==> config.mk <==
export PLATFORM = sky130hd
export DESIGN_NAME = dual_motor_power_sequencer_unit_flat
export DESIGN_NICKNAME = d
export VERILOG_FILES = /design/src/rtl/core/dmps_pkg.sv /design/src/rtl/core/dmps_if.sv /design/src/rtl/core/dmps_front.sv /design/src/rtl/core/dmps_back.sv /design/src/rtl/core/dual_motor_power_sequencer_unit.sv /design/src/flat_wrapper.sv
export SDC_FILE = /design/constraint.sdc
export NUM_CORES = 1
export LEC_CHECK = 0
export BUFFER_PORTS_ARGS = -buffer_cell sky130_fd_sc_hd__buf_2
export CAP_MARGIN = 20
export CORE_ASPECT_RATIO = 1.1
export CORE_MARGIN = 4
export CORE_UTILIZATION = 28
export DETAILED_ROUTE_END_ITERATION = 10
export SETUP_SLACK_MARGIN = 0.15
export SYNTH_ARGS = -nofsm -noshare
export SYNTH_HDL_FRONTEND = slang
export SYNTH_SLANG_ARGS = --single-unit
==> constraint.sdc <==
create_clock -name clk -period 5.4 [get_ports clk]
set_input_delay 1.08 -clock clk [delete_from_list [all_inputs] [get_ports clk]]
set_output_delay 1.08 -clock clk [all_outputs]
set_load 0.05 [all_outputs]
==> src/rtl/core/dmps_pkg.sv <==
// Shared constants, codes and types of the dual motor power sequencer.
package dmps_pkg;

  // Fixed field widths
  localparam int FUNC_W    = 3;
  localparam int VALUE_W   = 16;
  localparam int PWR_W     = 7;
  localparam int PHASE_W   = 2;
  localparam int STEP_W    = 4;
  localparam int DUR_W     = 16;
  localparam int CFG_W     = 64;
  localparam int CFG_IDX_W = 3;

  // Block constants
  localparam int SEQ_STEPS  = 8;
  localparam int TIME_WIDTH = 32;
  localparam logic [PWR_W-1:0] FULL_POWER = 7'd100;
  localparam logic [DUR_W-1:0] RAMP_INTERVAL_RST = 16'd50;
  localparam logic [DUR_W-1:0] HOLD_TIME_RST     = 16'd3000;

  // Command queue between front and back
  localparam int Q_DEPTH = 2;
  localparam int Q_PTR_W = $clog2(Q_DEPTH);
  localparam int Q_CNT_W = $clog2(Q_DEPTH + 1);

  // Input function codes
  localparam logic [FUNC_W-1:0] FN_TICK      = 3'd0;
  localparam logic [FUNC_W-1:0] FN_SET_BOTH  = 3'd1;
  localparam logic [FUNC_W-1:0] FN_START_RMP = 3'd2;
  localparam logic [FUNC_W-1:0] FN_START_SEQ = 3'd3;
  localparam logic [FUNC_W-1:0] FN_SET_A     = 3'd4;
  localparam logic [FUNC_W-1:0] FN_SET_B     = 3'd5;

  // Classified operations carried through the queue
  localparam int OP_W = 3;
  localparam logic [OP_W-1:0] OP_NONE      = 3'd0;
  localparam logic [OP_W-1:0] OP_TICK      = 3'd1;
  localparam logic [OP_W-1:0] OP_SET_BOTH  = 3'd2;
  localparam logic [OP_W-1:0] OP_START_RMP = 3'd3;
  localparam logic [OP_W-1:0] OP_START_SEQ = 3'd4;
  localparam logic [OP_W-1:0] OP_SET_A     = 3'd5;
  localparam logic [OP_W-1:0] OP_SET_B     = 3'd6;

  // Ramp test phases
  localparam logic [PHASE_W-1:0] PH_IDLE = 2'd0;
  localparam logic [PHASE_W-1:0] PH_UP   = 2'd1;
  localparam logic [PHASE_W-1:0] PH_HOLD = 2'd2;
  localparam logic [PHASE_W-1:0] PH_DOWN = 2'd3;

  // Configuration register indexes
  localparam logic [CFG_IDX_W-1:0] REG_RAMP_INTERVAL = 3'd0;
  localparam logic [CFG_IDX_W-1:0] REG_HOLD_TIME     = 3'd1;
  localparam logic [CFG_IDX_W-1:0] REG_SEQ_POWERS    = 3'd2;
  localparam logic [CFG_IDX_W-1:0] REG_SEQ_TIMES_LO  = 3'd3;
  localparam logic [CFG_IDX_W-1:0] REG_SEQ_TIMES_HI  = 3'd4;

  // Queue entry: classified operation and clamped power
  typedef struct packed {
    logic [OP_W-1:0]  op;
    logic [PWR_W-1:0] power;
  } cmd_t;

  // Configuration write bundle
  typedef struct packed {
    logic                 en;
    logic [CFG_IDX_W-1:0] index;
    logic [CFG_W-1:0]     data;
  } cfg_wr_t;

endpackage

==> src/rtl/core/dmps_if.sv <==
// Valid/ready channel interfaces for commands and results.
interface dmps_cmd_if;
  logic                          valid;
  logic                          ready;
  logic [dmps_pkg::FUNC_W-1:0]   func;
  logic signed [dmps_pkg::VALUE_W-1:0] value;

  modport source (output valid, output func, output value, input ready);
  modport sink   (input valid, input func, input value, output ready);
endinterface

interface dmps_res_if;
  logic                         valid;
  logic                         ready;
  logic [dmps_pkg::PWR_W-1:0]   drive_a;
  logic [dmps_pkg::PWR_W-1:0]   drive_b;
  logic [dmps_pkg::PHASE_W-1:0] ramp_phase;
  logic                         sequence_running;
  logic [dmps_pkg::STEP_W-1:0]  sequence_step;

  modport source (output valid, output drive_a, output drive_b, output ramp_phase,
                  output sequence_running, output sequence_step, input ready);
  modport sink   (input valid, input drive_a, input drive_b, input ramp_phase,
                  input sequence_running, input sequence_step, output ready);
endinterface

==> src/rtl/core/dmps_front.sv <==
// Front end: accepts command transactions, classifies them and queues them.
module dmps_front (
  input  logic            clk,
  input  logic            rst,
  dmps_cmd_if.sink        cmd,
  output logic            q_valid,
  output dmps_pkg::cmd_t  q_cmd,
  input  logic            q_pop
);
  import dmps_pkg::*;

  cmd_t               entries [Q_DEPTH];
  logic [Q_PTR_W-1:0] wr_ptr;
  logic [Q_PTR_W-1:0] rd_ptr;
  logic [Q_CNT_W-1:0] count;
  logic               push;
  cmd_t               classified;

  // Clamp a signed request to 0..100
  function automatic logic [PWR_W-1:0] clamp_power(input logic [VALUE_W-1:0] v);
    logic [PWR_W-1:0] res;
    if (v[VALUE_W-1]) begin
      res = '0;
    end else if (v > VALUE_W'(FULL_POWER)) begin
      res = FULL_POWER;
    end else begin
      res = v[PWR_W-1:0];
    end
    return res;
  endfunction

  // Classify the incoming function code
  always_comb begin
    classified.power = clamp_power(cmd.value);
    case (cmd.func)
      FN_TICK:      classified.op = OP_TICK;
      FN_SET_BOTH:  classified.op = OP_SET_BOTH;
      FN_START_RMP: classified.op = OP_START_RMP;
      FN_START_SEQ: classified.op = OP_START_SEQ;
      FN_SET_A:     classified.op = OP_SET_A;
      FN_SET_B:     classified.op = OP_SET_B;
      default:      classified.op = OP_NONE;
    endcase
  end

  assign cmd.ready = (count < Q_CNT_W'(Q_DEPTH));
  assign push      = cmd.valid && cmd.ready;
  assign q_valid   = (count != '0);
  assign q_cmd     = entries[rd_ptr];

  // Store classified entries
  always_ff @(posedge clk) begin
    if (push) begin
      entries[wr_ptr] <= classified;
    end
  end

  // Advance pointers and occupancy
  always_ff @(posedge clk) begin
    if (rst) begin
      wr_ptr <= '0;
      rd_ptr <= '0;
      count  <= '0;
    end else begin
      if (push) begin
        wr_ptr <= (wr_ptr == Q_PTR_W'(Q_DEPTH - 1)) ? '0 : wr_ptr + 1'b1;
      end
      if (q_pop) begin
        rd_ptr <= (rd_ptr == Q_PTR_W'(Q_DEPTH - 1)) ? '0 : rd_ptr + 1'b1;
      end
      case ({push, q_pop})
        2'b10:   count <= count + 1'b1;
        2'b01:   count <= count - 1'b1;
        default: count <= count;
      endcase
    end
  end

  a_no_overflow: assert property (@(posedge clk) disable iff (rst)
    count <= Q_CNT_W'(Q_DEPTH))
    else $error("command queue over capacity");
  a_pop_nonempty: assert property (@(posedge clk) disable iff (rst)
    q_pop |-> count != '0)
    else $error("pop from empty command queue");

endmodule

==> src/rtl/core/dmps_back.sv <==
// Back end: configuration registers, motor, ramp and sequence state, result register.
module dmps_back (
  input  logic             clk,
  input  logic             rst,
  input  dmps_pkg::cfg_wr_t cfg,
  input  logic             q_valid,
  input  dmps_pkg::cmd_t   q_cmd,
  output logic             q_pop,
  dmps_res_if.source       res
);
  import dmps_pkg::*;

  // Configuration
  logic [DUR_W-1:0]           ramp_interval;
  logic [DUR_W-1:0]           hold_time;
  logic [SEQ_STEPS*PWR_W-1:0] seq_powers;
  logic [CFG_W-1:0]           seq_times_lo;
  logic [CFG_W-1:0]           seq_times_hi;

  // Working state
  logic [TIME_WIDTH-1:0] time_now,        time_now_next;
  logic [PWR_W-1:0]      motor_a,         motor_a_next;
  logic [PWR_W-1:0]      motor_b,         motor_b_next;
  logic [PHASE_W-1:0]    ramp_state,      ramp_state_next;
  logic [PWR_W-1:0]      ramp_level,      ramp_level_next;
  logic [TIME_WIDTH-1:0] ramp_last,       ramp_last_next;
  logic [TIME_WIDTH-1:0] hold_start,      hold_start_next;
  logic                  seq_active,      seq_active_next;
  logic [STEP_W-1:0]     seq_index,       seq_index_next;
  logic [TIME_WIDTH-1:0] seq_last,        seq_last_next;

  logic                  res_valid;
  logic [TIME_WIDTH-1:0] tick_time;
  logic [STEP_W-1:0]     seq_index_inc;

  // Saturated table power of one step
  function automatic logic [PWR_W-1:0] table_power(input logic [SEQ_STEPS*PWR_W-1:0] tbl,
                                                   input logic [STEP_W-1:0] step);
    logic [PWR_W-1:0] p;
    p = tbl[32'(step) * PWR_W +: PWR_W];
    return (p > FULL_POWER) ? FULL_POWER : p;
  endfunction

  // Duration of one step
  function automatic logic [DUR_W-1:0] table_time(input logic [CFG_W-1:0] lo,
                                                  input logic [CFG_W-1:0] hi,
                                                  input logic [STEP_W-1:0] step);
    logic [CFG_W-1:0] word;
    word = step[2] ? hi : lo;
    return word[32'(step[1:0]) * DUR_W +: DUR_W];
  endfunction

  // Configuration writes
  always_ff @(posedge clk) begin
    if (rst) begin
      ramp_interval <= RAMP_INTERVAL_RST;
      hold_time     <= HOLD_TIME_RST;
      seq_powers    <= '0;
      seq_times_lo  <= '0;
      seq_times_hi  <= '0;
    end else if (cfg.en) begin
      case (cfg.index)
        REG_RAMP_INTERVAL: ramp_interval <= cfg.data[DUR_W-1:0];
        REG_HOLD_TIME:     hold_time     <= cfg.data[DUR_W-1:0];
        REG_SEQ_POWERS:    seq_powers    <= cfg.data[SEQ_STEPS*PWR_W-1:0];
        REG_SEQ_TIMES_LO:  seq_times_lo  <= cfg.data;
        REG_SEQ_TIMES_HI:  seq_times_hi  <= cfg.data;
        default:           ;
      endcase
    end
  end

  // Take the next queued command whenever the result slot frees up
  assign q_pop         = q_valid && (!res_valid || res.ready);
  assign tick_time     = time_now + 1'b1;
  assign seq_index_inc = seq_index + 1'b1;

  // Execute one command
  always_comb begin
    time_now_next   = time_now;
    motor_a_next    = motor_a;
    motor_b_next    = motor_b;
    ramp_state_next = ramp_state;
    ramp_level_next = ramp_level;
    ramp_last_next  = ramp_last;
    hold_start_next = hold_start;
    seq_active_next = seq_active;
    seq_index_next  = seq_index;
    seq_last_next   = seq_last;
    case (q_cmd.op)
      OP_TICK: begin
        time_now_next = tick_time;
        // Ramp first
        if (ramp_state != PH_IDLE &&
            (tick_time - ramp_last) > TIME_WIDTH'(ramp_interval)) begin
          ramp_last_next = tick_time;
          case (ramp_state)
            PH_UP: begin
              if (ramp_level + 1'b1 >= FULL_POWER) begin
                ramp_level_next = FULL_POWER;
                ramp_state_next = PH_HOLD;
                hold_start_next = tick_time;
              end else begin
                ramp_level_next = ramp_level + 1'b1;
              end
            end
            PH_HOLD: begin
              if ((tick_time - hold_start) > TIME_WIDTH'(hold_time)) begin
                ramp_state_next = PH_DOWN;
              end
            end
            default: begin
              if (ramp_level <= PWR_W'(1)) begin
                ramp_level_next = '0;
                ramp_state_next = PH_IDLE;
              end else begin
                ramp_level_next = ramp_level - 1'b1;
              end
            end
          endcase
          motor_a_next = ramp_level_next;
          motor_b_next = ramp_level_next;
        end
        // Sequence second, overriding the drive
        if (seq_active && (tick_time - seq_last) >
            TIME_WIDTH'(table_time(seq_times_lo, seq_times_hi, seq_index))) begin
          seq_index_next = seq_index_inc;
          if (seq_index_inc >= STEP_W'(SEQ_STEPS)) begin
            seq_active_next = 1'b0;
            motor_a_next    = '0;
            motor_b_next    = '0;
          end else begin
            motor_a_next  = table_power(seq_powers, seq_index_inc);
            motor_b_next  = table_power(seq_powers, seq_index_inc);
            seq_last_next = tick_time;
          end
        end
      end
      OP_SET_BOTH: begin
        ramp_state_next = PH_IDLE;
        seq_active_next = 1'b0;
        motor_a_next    = q_cmd.power;
        motor_b_next    = q_cmd.power;
      end
      OP_START_RMP: begin
        ramp_level_next = motor_a;
        ramp_state_next = PH_UP;
        ramp_last_next  = time_now;
        seq_active_next = 1'b0;
      end
      OP_START_SEQ: begin
        seq_index_next  = '0;
        seq_last_next   = time_now;
        seq_active_next = 1'b1;
        motor_a_next    = table_power(seq_powers, '0);
        motor_b_next    = table_power(seq_powers, '0);
      end
      OP_SET_A: motor_a_next = q_cmd.power;
      OP_SET_B: motor_b_next = q_cmd.power;
      default:  ;
    endcase
  end

  // Commit state on each executed command
  always_ff @(posedge clk) begin
    if (rst) begin
      time_now   <= '0;
      motor_a    <= '0;
      motor_b    <= '0;
      ramp_state <= PH_IDLE;
      ramp_level <= '0;
      ramp_last  <= '0;
      hold_start <= '0;
      seq_active <= 1'b0;
      seq_index  <= '0;
      seq_last   <= '0;
    end else if (q_pop) begin
      time_now   <= time_now_next;
      motor_a    <= motor_a_next;
      motor_b    <= motor_b_next;
      ramp_state <= ramp_state_next;
      ramp_level <= ramp_level_next;
      ramp_last  <= ramp_last_next;
      hold_start <= hold_start_next;
      seq_active <= seq_active_next;
      seq_index  <= seq_index_next;
      seq_last   <= seq_last_next;
    end
  end

  // Result register
  always_ff @(posedge clk) begin
    if (rst) begin
      res_valid <= 1'b0;
    end else if (q_pop) begin
      res_valid <= 1'b1;
    end else if (res.ready) begin
      res_valid <= 1'b0;
    end
  end

  always_ff @(posedge clk) begin
    if (q_pop) begin
      res.drive_a          <= motor_a_next;
      res.drive_b          <= motor_b_next;
      res.ramp_phase       <= ramp_state_next;
      res.sequence_running <= seq_active_next;
      res.sequence_step    <= seq_index_next;
    end
  end

  assign res.valid = res_valid;

  a_level_range: assert property (@(posedge clk) disable iff (rst)
    ramp_level <= FULL_POWER && motor_a <= FULL_POWER && motor_b <= FULL_POWER)
    else $error("power level above full scale");
  a_hold_full: assert property (@(posedge clk) disable iff (rst)
    ramp_state == PH_HOLD |-> ramp_level == FULL_POWER)
    else $error("ramp hold below full power");
  a_seq_index: assert property (@(posedge clk) disable iff (rst)
    seq_active |-> seq_index < STEP_W'(SEQ_STEPS))
    else $error("running sequence past its last step");
  a_result_follows_pop: assert property (@(posedge clk) disable iff (rst)
    q_pop |=> res_valid && res.sequence_running == seq_active)
    else $error("result does not reflect executed command");

endmodule

==> src/rtl/core/dual_motor_power_sequencer_unit.sv <==
// Top level of the dual motor power sequencer.
//
//  channel  dir  handshake        payload
//  cmd      in   valid/ready      func[2:0], value[15:0] signed
//  res      out  valid/ready      drive_a, drive_b, ramp_phase, sequence_running,
//                                 sequence_step
//  config   in   wr_en            wr_index[2:0], wr_data[63:0]
//
// One command per cycle is sustained while results are taken; each passes through
// the queue register, then the result register, before it leaves the block.
// The back end executes one queued command per cycle while its result slot is free:
// one tick's ramp and sequence compares are combinational.
// Reset is synchronous; it restores register defaults and clears the queue pointers, working state and result valid.
// A stalled result holds the back end; the two-entry queue keeps taking
// commands until it fills.
module dual_motor_power_sequencer_unit (
  input  logic                            clk,
  input  logic                            rst,
  dmps_cmd_if.sink                        cmd,
  dmps_res_if.source                      res,
  input  logic                            wr_en,
  input  logic [dmps_pkg::CFG_IDX_W-1:0]  wr_index,
  input  logic [dmps_pkg::CFG_W-1:0]      wr_data
);
  import dmps_pkg::*;

  logic    q_valid;
  logic    q_pop;
  cmd_t    q_cmd;
  cfg_wr_t cfg;

  assign cfg.en    = wr_en;
  assign cfg.index = wr_index;
  assign cfg.data  = wr_data;

  dmps_front u_front (
    .clk     (clk),
    .rst     (rst),
    .cmd     (cmd),
    .q_valid (q_valid),
    .q_cmd   (q_cmd),
    .q_pop   (q_pop)
  );

  dmps_back u_back (
    .clk     (clk),
    .rst     (rst),
    .cfg     (cfg),
    .q_valid (q_valid),
    .q_cmd   (q_cmd),
    .q_pop   (q_pop),
    .res     (res)
  );

endmodule
==> src/flat_wrapper.sv <==
// flat-port wrapper written by rule: the top's interface ports become plain ports
module dual_motor_power_sequencer_unit_flat import dmps_pkg::*;
  (clk, rst, wr_en, wr_index, wr_data, cmd_valid, cmd_func, cmd_value, cmd_ready, res_valid, res_drive_a, res_drive_b, res_ramp_phase, res_sequence_running, res_sequence_step, res_ready);
  dmps_cmd_if cmd_i ();
  dmps_res_if res_i ();
  input  logic clk;
  input  logic rst;
  input  logic wr_en;
  input  logic [dmps_pkg::CFG_IDX_W-1:0] wr_index;
  input  logic [dmps_pkg::CFG_W-1:0] wr_data;
  input wire logic [$bits(cmd_i.valid)-1:0] cmd_valid;
  input wire logic [$bits(cmd_i.func)-1:0] cmd_func;
  input wire logic [$bits(cmd_i.value)-1:0] cmd_value;
  output wire logic [$bits(cmd_i.ready)-1:0] cmd_ready;
  output wire logic [$bits(res_i.valid)-1:0] res_valid;
  output wire logic [$bits(res_i.drive_a)-1:0] res_drive_a;
  output wire logic [$bits(res_i.drive_b)-1:0] res_drive_b;
  output wire logic [$bits(res_i.ramp_phase)-1:0] res_ramp_phase;
  output wire logic [$bits(res_i.sequence_running)-1:0] res_sequence_running;
  output wire logic [$bits(res_i.sequence_step)-1:0] res_sequence_step;
  input wire logic [$bits(res_i.ready)-1:0] res_ready;
  assign cmd_i.valid = cmd_valid;
  assign cmd_i.func = cmd_func;
  assign cmd_i.value = cmd_value;
  assign cmd_ready = cmd_i.ready;
  assign res_valid = res_i.valid;
  assign res_drive_a = res_i.drive_a;
  assign res_drive_b = res_i.drive_b;
  assign res_ramp_phase = res_i.ramp_phase;
  assign res_sequence_running = res_i.sequence_running;
  assign res_sequence_step = res_i.sequence_step;
  assign res_i.ready = res_ready;
  dual_motor_power_sequencer_unit u_core (.clk(clk), .rst(rst), .cmd(cmd_i), .res(res_i), .wr_en(wr_en), .wr_index(wr_index), .wr_data(wr_data));
endmodule
==> results.toml, run 1 <==
[synth]
ys_types = 96
yosys-top-cells-area = "dfxtp_1 (28%), nand2_1 (9.8%), a21oi_1 (7.0%)"
synthCells = 3383
syn_nets = 3627
ys.flop_type = "dfxtp_1"
synthesis.area_mm2 = 0.02667
ys_ff_latch = 419
yosys.area.top_type_share = 0.2837
synth-seq-area-share = 0.3299
yosysTopAreaCell = "dfxtp_1"
synth_edf_count = 41
synth_area_per_cell_um2 = 7.884
synthArstFlopShare = 0
yosysWarnings = 0

[timing]
fmax_ghz = 0.1834
setup_ws_ns = -0.05146
fin_skew_ns = 0.03430
tightest_slew_ns = 1.048
post-route-min-period_ns = 5.451
fin_crit_sh = 1.010
rsz0062_at_grt = "yes"
setup_viol_count_final = 11
maxSlewViolCount = 0
hold_viol_final = 0
slew_headroom = 0.3013

[route]
drtIter0Drc = 2033
ant_nets = 0
vias = 26210
drt_wl_total_mm = 93.04
vias_per_cell = 5.081
wire_per_inst_um = 18.04
dr.pass1.iters = 5
drc_errors = 0

[finish]
utilization = 0.3776
syn_to_final_growth_pct = 33.58
multi_input_area_mm2 = 0.01793
fin_area_mm2 = 0.03563
layout.nets = 4104
final_cell_mix = "nand2_1 (686), buf_4 (478), dfxtp_1 (373), a21oi_1 (351), nor2_1 (215)"
final_common_cell = "nand2_1"
drive_gt1_frac = 0.2746
n_fill_cell = 9588
seq_area_mm2 = 0.008810
stdcell_count = 5158

[clocking]
clkSinkCount = 419
clock_latency_ns = 0.61
path_clk_slew_ns = 0.06
cts_buffers = 47
clockBufferDepth = 3
cts_tree = "yes"
cts_root_buf = "clkbuf_16"
htree_levels = 2
hold_buffers = 0

[critical_path]
cp.arrival_ns = 5.80
crit_top_cell = "or3_4"
cp_max_fo = 5
cp_num_buf_inv = 1
worstSetupEndpointType = "flop"
crit_required_ns = 5.75
crit_type = "reg2reg"
path_cells = "ha_4 -> nand3_4 -> or4_4 -> nor2_4 -> nand4_1 -> xnor2_2 -> buf_4 -> ha_2 -> a21oi_4 -> o21ai_2 -> nor2_2 -> xnor2_1 -> ha_1 -> nand3_2 -> or3_4 -> o31ai_4 -> o31ai_2 -> and4bb_2 -> o2111ai_4 -> or3_4 -> and2_4 -> a211oi_4 -> a31oi_1"
slowest_stage = "or4_4"
slowest_delay_ns = 0.47
startpoint_type = "flop"
cp_top_family = "simple AND/OR/NAND/NOR gates"

[flow_run]
maxCapViolations = 0

[placement]
routabilityCongestion = 0.9135
placed_area_mm2 = 0.03175
dp_hpwl_mm = 68.84
port_buffers = 113
dp.cells = 5001

[global_route]
grt_pass1_vias = 25160
grt_max_degree = 171
grt_antenna_before_repair = 0
overflow = 0
grt_pass1_wl_mm = 142.7
track_usage = 0.1764

[floorplan]
dieHeight_um = 331.7
io_pins = 114
row_count = 118
fp.coreArea_mm2 = 0.09434
die_area_mm2 = 0.1003
start_util = 0.2827
dieWidth_um = 302.3

[hold_path]
hp-class = "reg2reg"

[status]
violations = "negative setup slack"
outcome = "complete, but fails checks"

[pwr]
ir_worst_vdd_mv = 0.2546
leakage_nw = 14.45
p_per_area_mw_per_mm2 = 374.8
## state kept, by name, summed over array words and instances (netlist names), 4 cells and up, named ones only
name	cells
u_core.u_back.res.drive_b	7
u_core.u_back.ramp_level	7
u_core.u_back.seq_times_hi	64
u_core.u_back.time_now	32
u_core.u_back.seq_powers	56
u_core.u_back.hold_time	16
u_core.u_back.res.drive_a	7
u_core.u_back.hold_start	32
u_core.u_back.ramp_last	32
u_core.u_back.res.sequence_step	4
u_core.u_back.motor_a	7
u_core.u_back.seq_times_lo	64
u_core.u_back.seq_last	32
u_core.u_back.ramp_interval	16
u_core.u_back.seq_index	4
u_core.u_back.motor_b	7
u_core.u_front.entries	20
## power breakdown
part / switching (mW) / internal [mW]
registers: 0.198 / 3.44
clock network: 1.41 / 2.03
logic: 3.59 / 2.68
## through the flow
stage | TNS, ns | setup slack [ns] | hold slack, ns | total power [mW]
finish | -0.3058 | -0.05146 | 0.4498 | 13.35
global route | -17.26 | -0.2673 | 0.4639 | 14.02
CTS | 0 | 0.01444 | 0.4516 | 12.97
detailed placement | -45.53 | -0.5055 | 0.4431 | 8.854
global placement | -26.57 | -0.3111 | 0.4382 | 8.818
floorplan | 0 | 0.03975 | 0.4331 | 6.968
## cells by family after synthesis
kind of cell,synth area share
compound gates,0.1967
xor+xnor,0.05320
simple gates,0.2043
flops,0.3299
mux,0.08454
buf+inv,0.05874
fa+ha+maj,0.07262
## layout make-up
cell class                      count  share of cell area
Tap cell                         1260             0.04425
Multi-Input combinational cell   2574              0.5033
Clock inverter                     15            0.005900
Inverter                          173             0.01823
Sequential cell                   419              0.2473
Timing Repair Buffer              645              0.1400
Clock buffer                       71             0.04098
Antenna cell                        1          0.00007024
## worst reg2reg max path, delay by kind of cell, from the launching register on
family          cells  cell delay [ns]
xor+xnor            2             0.33
flops               1             0.36
simple gates       10             2.35
fa+ha+maj           3             0.81
compound gates      7             1.19
buf+inv             1             0.18
## cells in the mapped netlist, types with 9 or more instances
cell type and n:
a21o_1 24, nor2b_1 15, dfxtp_1 378, and3_1 23
buf_1 19, nor4_1 16, nand4_1 50, inv_1 172
o21bai_1 11, o22ai_1 10, and2_1 19, nor3_1 31
or3_1 33, nand3_1 57, mux2i_1 106, and4_1 9
a211oi_1 62, nand2b_1 10, o2111ai_1 10, a21oi_1 375
mux2_2 14, xor2_1 61, o21a_1 25, xnor2_1 101
o31ai_1 12, o21ai_0 130, edfxtp_1 41, buf_2 32
ha_1 150, nand2_1 695, a31oi_1 26, o221ai_1 9
clkbuf_1 155, nor2_1 256, mux4_2 46, o211ai_1 41
## final timing paths
kind,cells after the start,to,slack [ns],startpoint
setup / recovery,23,u_core.u_back.res.drive_a[2],-0.05,u_core.u_back.time_now[1]
hold / removal,2,u_core.u_back.seq_powers[30],0.45,u_core.u_back.seq_powers[30]
setup reg to reg,23,u_core.u_back.res.drive_a[2],-0.05,u_core.u_back.time_now[1]
hold reg to reg,2,u_core.u_back.seq_powers[30],0.45,u_core.u_back.seq_powers[30]
## per-layer routing
layer,share of wire,GRT usage
met2,0.50,0.3143
met3,0.045,0.02216
met4,0.040,0.06344
met1,0.42,0.2168
met5,0,0
## what timing repair did
| item | 4_1_cts | 5_1_grt |
|---|---|---|
| pin swaps | 39 | 55 |
| resized for setup | 137 | 190 |
| gates cloned | 8 | 2 |
| setup endpoints to repair | 145 | 145 |
| setup buffers | 28 | 31 |
Note: power is estimated with default switching activity, not from simulation.
==> run 2: changes to the inputs <==
PLACE_DENSITY = 0.51   (was not set)
SKIP_CTS_REPAIR_TIMING = 1   (was not set)
==> results.toml, run 2 (synthesis results as in run 1) <==
[status]
outcome = "complete, but fails checks"
violations = "negative setup slack"

[route]
drtIter0Drc = 1763
vias_per_cell = 4.998
dr.pass1.iters = 6
vias = 25730
drt_wl_total_mm = 97.34
ant_nets = 0
wire_per_inst_um = 18.90
drc_errors = 0

[timing]
fmax_ghz = 0.1799
tightest_slew_ns = 1.060
rsz0062_at_grt = "yes"
finalSetupTns_ns = -5.379
slew_headroom = 0.2841
hold_viol_final = 0
setup_ws_ns = -0.1595
fin_crit_sh = 1.030
setup_viol_count_final = 106
fin_skew_ns = 0.02418
post-route-min-period_ns = 5.560
maxSlewViolCount = 0

[critical_path]
cp.arrival_ns = 5.91
crit_type = "reg2reg"
cp_top_family = "simple AND/OR/NAND/NOR gates"
path_cells = "ha_4 -> nand3_4 -> or4_4 -> buf_8 -> xnor2_4 -> buf_6 -> ha_4 -> a21o_1 -> a21o_1 -> a21oi_4 -> o21ai_0 -> xor2_1 -> ha_1 -> nand3_2 -> or3_4 -> o31ai_4 -> o31ai_2 -> and4bb_2 -> o2111ai_4 -> or3_4 -> and2_4 -> a211oi_4 -> a31oi_1"
cp_max_fo = 6
slowest_delay_ns = 0.48
crit_required_ns = 5.75
cp_num_buf_inv = 2
startpoint_type = "flop"
worstSetupEndpointType = "flop"
slowest_stage = "or4_4"

[clocking]
cts_tree = "yes"
path_clk_slew_ns = 0.07
cts_buffers = 48
htree_levels = 2
cts_root_buf = "clkbuf_16"
clkSinkCount = 419
clock_latency_ns = 0.62
clockBufferDepth = 3

[floorplan]
dieWidth_um = 302.3
fp.coreArea_mm2 = 0.09434
dieHeight_um = 331.7
start_util = 0.2827
io_pins = 114
row_count = 118
die_area_mm2 = 0.1003

[pwr]
clock_power_share = 0.263
seq_power_share = 0.277
p_int_mw = 7.967
leakage_nw = 14.35
p_comb_frac = 0.460
ir_worst_vdd_mv = 0.2304
p_per_area_mw_per_mm2 = 370.4
netSwitchingPower_mw = 5.130
sw_frac_of_total = 0.3917

[placement]
routabilityCongestion = 0.8802
port_buffers = 113
dp_hpwl_mm = 70.54
pre_cts_slack_ns = -0.4466

[finish]
final_common_cell = "nand2_1"
drive_gt1_frac = 0.2600
utilization = 0.3748
antennaDiodeCount = 0
n_fill_cell = 9759
layout.nets = 4096
seq_area_mm2 = 0.008811
top_regs = "u_core.u_back.seq_times_hi x64, u_core.u_back.seq_times_lo x64, u_core.u_back.seq_powers x56"
multi_input_area_mm2 = 0.01763
final_cell_mix = "nand2_1 (681), buf_4 (465), dfxtp_1 (374), a21oi_1 (355), nor2_1 (222)"
syn_to_final_growth_pct = 32.59

[global_route]
grt_max_degree = 158
overflow = 0
grt_pass1_vias = 24680
track_usage = 0.1802
grt_pass1_wl_mm = 143.4
grt_antenna_before_repair = 0

[hold_path]
hp-class = "reg2reg"

[flow_run]
maxCapViolations = 0
-- run 2: metal layers --
layer	up-vias	routed length [um]	track usage
li1	12790	-	-
met1	12300	42710	0.2302
met2	525	48370	0.3206
met3	123	3541	0.02046
met4	0	2713	0.04735
met5	-	0	0
-- run 2: layout make-up --
type | instances | area share
timing repair buffer | 636 | 0.1421
clock buffer | 70 | 0.04072
multi-input combinational | 2574 | 0.4987
inverter | 173 | 0.01840
sequential | 419 | 0.2492
clock inverter | 17 | 0.006404
tap | 1260 | 0.04458
-- run 2: worst paths after layout --
kind	to	start	slack, ns	depth (start not counted)
setup reg to reg	u_core.u_back.res.drive_a[2]	u_core.u_back.time_now[1]	-0.16	23
hold / removal	u_core.u_back.seq_times_hi[49]	u_core.u_back.seq_times_hi[49]	0.45	2
hold reg to reg	u_core.u_back.seq_times_hi[49]	u_core.u_back.seq_times_hi[49]	0.45	2
setup / recovery	u_core.u_back.res.drive_a[2]	u_core.u_back.time_now[1]	-0.16	23
-- run 2: worst min-delay path, cell delays in order (launching register included) --
cell and delay, ns:
dfxtp_1 0.30, nand2_1 0.05, a21oi_1 0.05
-- run 2: power groups by stage --
stage               combinational, mW  clock (mW)  sequential, mW
floorplan                        3.09           0            3.88
global placement                 5.35           0            3.69
detailed placement               5.36           0            3.69
CTS                              5.40        3.52            3.62
global route                     6.53        3.64            3.66
finish                           6.03        3.44            3.63
-- run 2: stage by stage --
step / area [um^2] / std cells / power [mW] / hold slack, ns
3_5_place_dp: 31850 / 5010 / 9.053 / 0.4437
3_3_place_gp: 31830 / 5009 / 9.036 / 0.4383
6_report: 35360 / 5149 / 13.10 / 0.4510
5_1_grt: 35360 / 5149 / 13.83 / 0.4654
2_1_floorplan: 26940 / 3383 / 6.968 / 0.4331
4_1_cts: 33520 / 5097 / 12.54 / 0.4525
